## src/rtl/fegd_isqrt.sv

```systemverilog
// Bit-serial floor square root, two radicand bits per cycle.
module fegd_isqrt #(
  parameter int RW = 44
) (
  input  logic              clk_i,
  input  logic              rst_ni,
  input  logic              start_i,
  input  logic [RW-1:0]     rad_i,
  output logic              done_o,
  output logic [RW/2-1:0]   root_o
);

  localparam int HW = RW / 2;
  localparam int KW = $clog2(HW);

  logic [RW-1:0] x_q, res_q, bit_q, sum;
  logic [KW-1:0] cnt_q;
  logic          busy_q, done_q;

  assign sum    = res_q + bit_q;
  assign done_o = done_q;
  assign root_o = res_q[HW-1:0];

  always_ff @(posedge clk_i or negedge rst_ni) begin
    if (!rst_ni) begin
      busy_q <= 1'b0;
      done_q <= 1'b0;
    end else begin
      done_q <= 1'b0;
      if (start_i) begin
        busy_q <= 1'b1;
      end else if (busy_q && cnt_q == KW'(HW - 1)) begin
        busy_q <= 1'b0;
        done_q <= 1'b1;
      end
    end
  end

  always_ff @(posedge clk_i) begin
    if (start_i) begin
      x_q   <= rad_i;
      res_q <= '0;
      bit_q <= {2'b01, {(RW-2){1'b0}}};
      cnt_q <= '0;
    end else if (busy_q) begin
      if (x_q >= sum) begin
        x_q   <= x_q - sum;
        res_q <= (res_q >> 1) + bit_q;
      end else begin
        res_q <= res_q >> 1;
      end
      bit_q <= bit_q >> 2;
      cnt_q <= cnt_q + 1'b1;
    end
  end

endmodule

```

## config.mk

```make
export PLATFORM = sky130hd
export DESIGN_NAME = fegd_isqrt
export DESIGN_NICKNAME = d
export VERILOG_FILES = /design/src/rtl/fegd_isqrt.sv
export SDC_FILE = /design/constraint.sdc
export NUM_CORES = 1
export LEC_CHECK = 0
export ABC_AREA = 0
export BUFFER_PORTS_ARGS = -buffer_cell sky130_fd_sc_hd__buf_4
export CORE_ASPECT_RATIO = 0.75
export CORE_MARGIN = 8
export CORE_UTILIZATION = 63
export DETAILED_ROUTE_END_ITERATION = 10
export MAX_ROUTING_LAYER = met4
export PLACE_DENSITY_LB_ADDON = 0.08
export SYNTH_ARGS = -nofsm -noshare
export SYNTH_HDL_FRONTEND = slang
export SYNTH_SLANG_ARGS = --single-unit
export TNS_END_PERCENT = 100
```

## constraint.sdc

```tcl
create_clock -name clk_i -period 10.6 [get_ports clk_i]
set_input_delay 1.06 -clock clk_i [delete_from_list [all_inputs] [get_ports clk_i]]
set_output_delay 1.06 -clock clk_i [all_outputs]
set_load 0.02 [all_outputs]
```

After elaboration in Yosys (flattened, before gate mapping) --
Index checks and enable logic that the tools add are counted.
Operators by class: add/sub/neg operators 4, order comparisons 1, eq/ne operators 1, mux-type cells 8, reduce and logical (&&, ||, !) cells 5
Operator list (count):
- 44-bit two-way mux | 4
- 43-bit by 43-bit adder with 44-bit output | 1
- 44-bit by 43-bit adder with 44-bit output | 1
- 44-bit >= comparator | 1
- 44-bit subtractor | 1
- 2-bit nonzero test | 3
- 5-bit by 1-bit adder with 5-bit output (second input constant) | 1
- 5-bit equality test (second input constant) | 1
- 1-bit two-way mux | 4
- 2-bit AND reduction | 1
- 1-bit logical AND | 1
Storage, ports and cells: bits in registers 117, bits of input ports 47, output and inout bits 23, logic and storage cells 25

Depth between registers and ports, before layout --
depth in word-level cells 5, depth in mapped cells 23, gate-level depth less buffers 21

Worst setup path before layout --
No wires, ideal clock.
path kind reg2reg, start point register res_q[20], end point register x_q[0], enable pin, library setup time 506 ps, arrival 7255 ps, data required time 10094 ps, setup slack 2839 ps, stages on the path, launching flop included 21, path buffers 2, period minus slack after synthesis 7761 ps, path through dfxtp_1 ha_1 and2_1 and3_1 and3_1 a21oi_1 o41a_1 o31ai_1 a32oi_1 a21bo_2 xor2_1 ha_1 clkbuf_1 nand4_1 a21oi_1 a2bb2oi_4 nor2_1 a31oi_4 nand2_2 buf_2 o21ai_0
On the way: cells in the longest elaborated chain, start to end 4
Ends and longest elaborated chain:
- start, declared | RTL line 16 | logic [RW-1:0] x_q, res_q, bit_q, sum;
- start signal, assigned | RTL line 48 | res_q <= (res_q >> 1) + bit_q;
- start signal, assigned | RTL line 50 | res_q <= res_q >> 1;
- 44-bit by 43-bit adder with 44-bit output | RTL line 20 | assign sum = res_q + bit_q;
- 44-bit >= comparator | RTL line 46 | if (x_q >= sum) begin
- 2-bit nonzero test (no source line)
- 2-bit AND reduction (no source line)
- end signal, assigned | RTL line 41 | x_q <= rad_i;
- end signal, assigned | RTL line 47 | x_q <= x_q - sum;
- end, declared | RTL line 16
Every way passes these cells. A chain may end at the register's enable or synchronous reset.

Worst setup path after layout --
start point register res_q[2], end point register x_q[37], enable pin
The elaborated chain is that of the path after synthesis.

==> summary.txt <==
Clock network
  – Cts hold-fix bufs: 0
  – Clk slew on worst S/H paths: 0.06 ns
  – Worst skew pair latency: 0.43 ns
  – CTS resizes: 0
  – H-tree level count: 4
  – Root Buffer: clkbuf_16
  – CTS sink count: 117
  – CTS tree: done
  – CTS Buf Count: 17
  – Longest Clk Path Bufs: 2
  – Post-CTS Setup Inserts: 0

Setup path
  – WS Path Type: reg2reg
  – Top cell family by delay on the critical path: compound AO/OA/AOI/OAI gates
  – Worst-path fanout max: 44
  – Critical-path top delay cell: a211oi_1
  – Critical-path cell list: ha_1 > a31oi_1 > a211oi_1 > nor3b_1 > o21ai_1 > nand4b_1 > nand2_1 > o311ai_1 > a41oi_1 > xor2_1 > ha_1 > nand2_1 > o21ai_0 > nor2_1 > a2bb2oi_4 > nor2_1 > a31oi_4 > buf_4 > nand2_2 > o21ai_4 > buf_4
  – CP arrival: 6.38 ns
  – CP max stage delay: 0.65 ns
  – Crit path buf inv count: 2
  – Critical Path RT: 10.65 ns
  – Critical Path Sink Type: register
  – Startpoint Class: register

Timing
  – Peak Freq: 0.158 GHz
  – Final setup viols: 0
  – Fin. Hold Viols: 0
  – Setup ws final: 4.27 ns
  – Post-route setup TNS: 0 ns
  – Tmin final: 6.33 ns
  – Max Slew Vio Count: 0
  – Slew @ Worst Pin: 0.888 ns
  – Slew headroom: 0.408
  – Final Cycle Share: 0.597
  – RSZ-0062 raised after global routing: no
  – Setup clock skew after layout: 0.0109 ns

Cells and area
  – Layout cell share with drive strength beyond 1: 0.123
  – Fin nets: 1407
  – Multi-input gate area: 7080 sq um
  – Register Area: 2800 sq um
  – Final instance area: 11400 sq um
  – Area growth, synth to finish: 9.57%
  – Antenna cells: 0
  – Filler instances: 1329

Routing
  – Drt total wl: 28200 um
  – DRT antenna net count: 0
  – Via count: 9603
  – Drt wl/cell: 18.9 um
  – Via density: 6.44
  – Post-route DRC: 0
  – Initial DRC Count: 917
  – Initial DRT Pass Iterations: 6

Floorplan
  – Chip width: 165 um
  – Die Area: 21000 sq um
  – Die H: 127 um
  – Placeable Area: 16100 sq um
  – FP Rows: 40
  – IO Pins: 70
  – Initial Util: 0.647

Placed design
  – Port bufs: 69
  – Gp weighted congestion: 0.963
  – Post-DP HPWL: 20500 um
  – Dpl ws: 4.34 ns
  – DP Area: 10800 sq um

GRT
  – First-pass GRT wire length: 45000 um
  – Largest net degree at the start of global routing: 89
  – GR Util All Layers: 0.270
  – Total grt overflow: 0
  – Vias in the first global route: 8665
  – Initial antenna violation count: 0

Synthesis
  – Cell Area, Synth: 10400 sq um
  – Post-synth top cells: nand2_1 (120), nor2_1 (115), o21ai_0 (100)
  – Post-synth top flop: dfxtp_1
  – Asr flop ratio synth: 0.0171
  – Mean post-synth cell area: 8.31 sq um
  – Syn Nets: 1396
  – Post-synth top area share: 0.136
  – Mapped Cells: 1256
  – Most frequent cell after synthesis: nand2_1
  – Cell accounting for the most synthesized area: dfxtp_1
  – Sequential fraction of the synthesis area: 0.268
  – Synthesis-stage register bit count: 117
  – YS warnings: 0
  – Post-synth EDFFs: 44
  – Synth top area cells: dfxtp_1 (14%), edfxtp_1 (13%), ha_1 (11%), o21ai_0 (4.8%), xor2_1 (4.4%)
  – Yosys cell types: 87

Power
  – Leak: 4.68 nW
  – Pwr dens: 284 nW/um^2
  – VDD IR-drop max: 184 uV

Hold path
  – Hold Path Class: in2async

Run status
  – Status: finished, final reports clean

Flow run
  – # Max-Cap Violations: 0
-- path summary, 6_finish.rpt --
check,startpoint,depth (start not counted),end,slack [ns]
min in group clk_i,res_q[0],2,res_q[0],0.52
worst max-delay path,res_q[2],21,x_q[37],4.27
worst min register to register,res_q[0],2,res_q[0],0.52
worst max register to register,res_q[2],21,x_q[37],4.27
worst min-delay path,rst_ni,1,busy_q,0.40
max in group asynchronous,rst_ni,1,busy_q,10.10
-- cell families (layout without fill, tap and decap cells) --
group                      Yosys count  count (layout)  share of synthesized area
DFF                                117             117                      0.268
AOI/OAI and AO/OA                  398             398                      0.261
and+or+nand+nor                    386             386                      0.181
buffers and inverters              122             146                     0.0548
adders and majority gates           93              93                      0.112
xor gates and xnor gates           101             101                     0.0848
muxes                               39              39                     0.0384
-- final cells by class --
type,count,area share
Tap cell,210,0.0230
Clock inverter,13,0.0113
Sequential cell,117,0.245
Multi-Input combinational cell,1017,0.619
Inverter,39,0.0128
Timing Repair Buffer,75,0.0493
Clock buffer,19,0.0397
-- metal layers --
layer	vias up	track usage	part of all wire
met3	34	0.0533	0.082
li1	4677	-	-
met5	-	-	0
met4	0	0.0618	0.015
met1	4487	0.394	0.50
met2	405	0.373	0.41
-- worst register-to-register path, stage by stage, from the launching register on --
cell,delay [ns]
dfxtp_1,0.36
ha_1,0.35
a31oi_1,0.17
a211oi_1,0.65
nor3b_1,0.31
o21ai_1,0.14
nand4b_1,0.14
nand2_1,0.12
o311ai_1,0.34
a41oi_1,0.20
xor2_1,0.18
ha_1,0.37
nand2_1,0.07
o21ai_0,0.40
nor2_1,0.14
a2bb2oi_4,0.19
nor2_1,0.09
a31oi_4,0.17
buf_4,0.32
nand2_2,0.42
o21ai_4,0.24
buf_4,0.50
-- where the power goes --
part | internal [mW] | leakage, nW | switching (mW)
clock network | 0.358 | 0.285 | 0.226
logic | 0.737 | 3.34 | 1.18
registers | 0.655 | 1.05 | 0.0970
total | 1.75 | 4.68 | 1.50
-- placed cells by master (no fill, tap or decap), types with 5 or more instances in the layout --
cell type    n
a211oi_1    33
a21o_1      29
a21oi_1     69
a221oi_1    17
a311oi_1    10
a31oi_1     37
and2_1       6
and3_1      13
and4_1       8
buf_4       75
clkbuf_16   18
dfxtp_1     71
edfxtp_1    44
ha_1        92
inv_1       39
mux2_2       8
mux2i_1     31
nand2_1    120
nand2b_1    15
nand3_1     29
nand3b_1     8
nand4_1     19
nor2_1     115
nor2b_1     11
nor3_1      11
o211ai_1     7
o21a_1      12
o21ai_0     99
o21ai_1     10
o21bai_1    16
o31ai_1      7
o32ai_1      5
or2_2        6
xnor2_1     49
xor2_1      52
-- registers in the layout, summed over array words and instances (netlist names) --
| signal | cells |
|---|---|
| bit_q | 22 |
| busy_q | 1 |
| cnt_q | 5 |
| done_o | 1 |
| res_q | 44 |
| x_q | 44 |
-- stage by stage --
stage / power (mW) / hold WS [ns] / cells / utilization
3_5_place_dp: 2.62 / 0.513 / 1458 / 0.673
4_1_cts: 3.22 / 0.395 / 1490 / 0.709
2_1_floorplan: 2.23 / 0.478 / 1256 / -
5_1_grt: 3.46 / 0.398 / 1490 / 0.709
3_3_place_gp: 2.57 / 0.497 / 1458 / 0.673
6_report: 3.25 / 0.402 / 1490 / 0.709
Note: power is estimated with default switching activity, not from simulation.
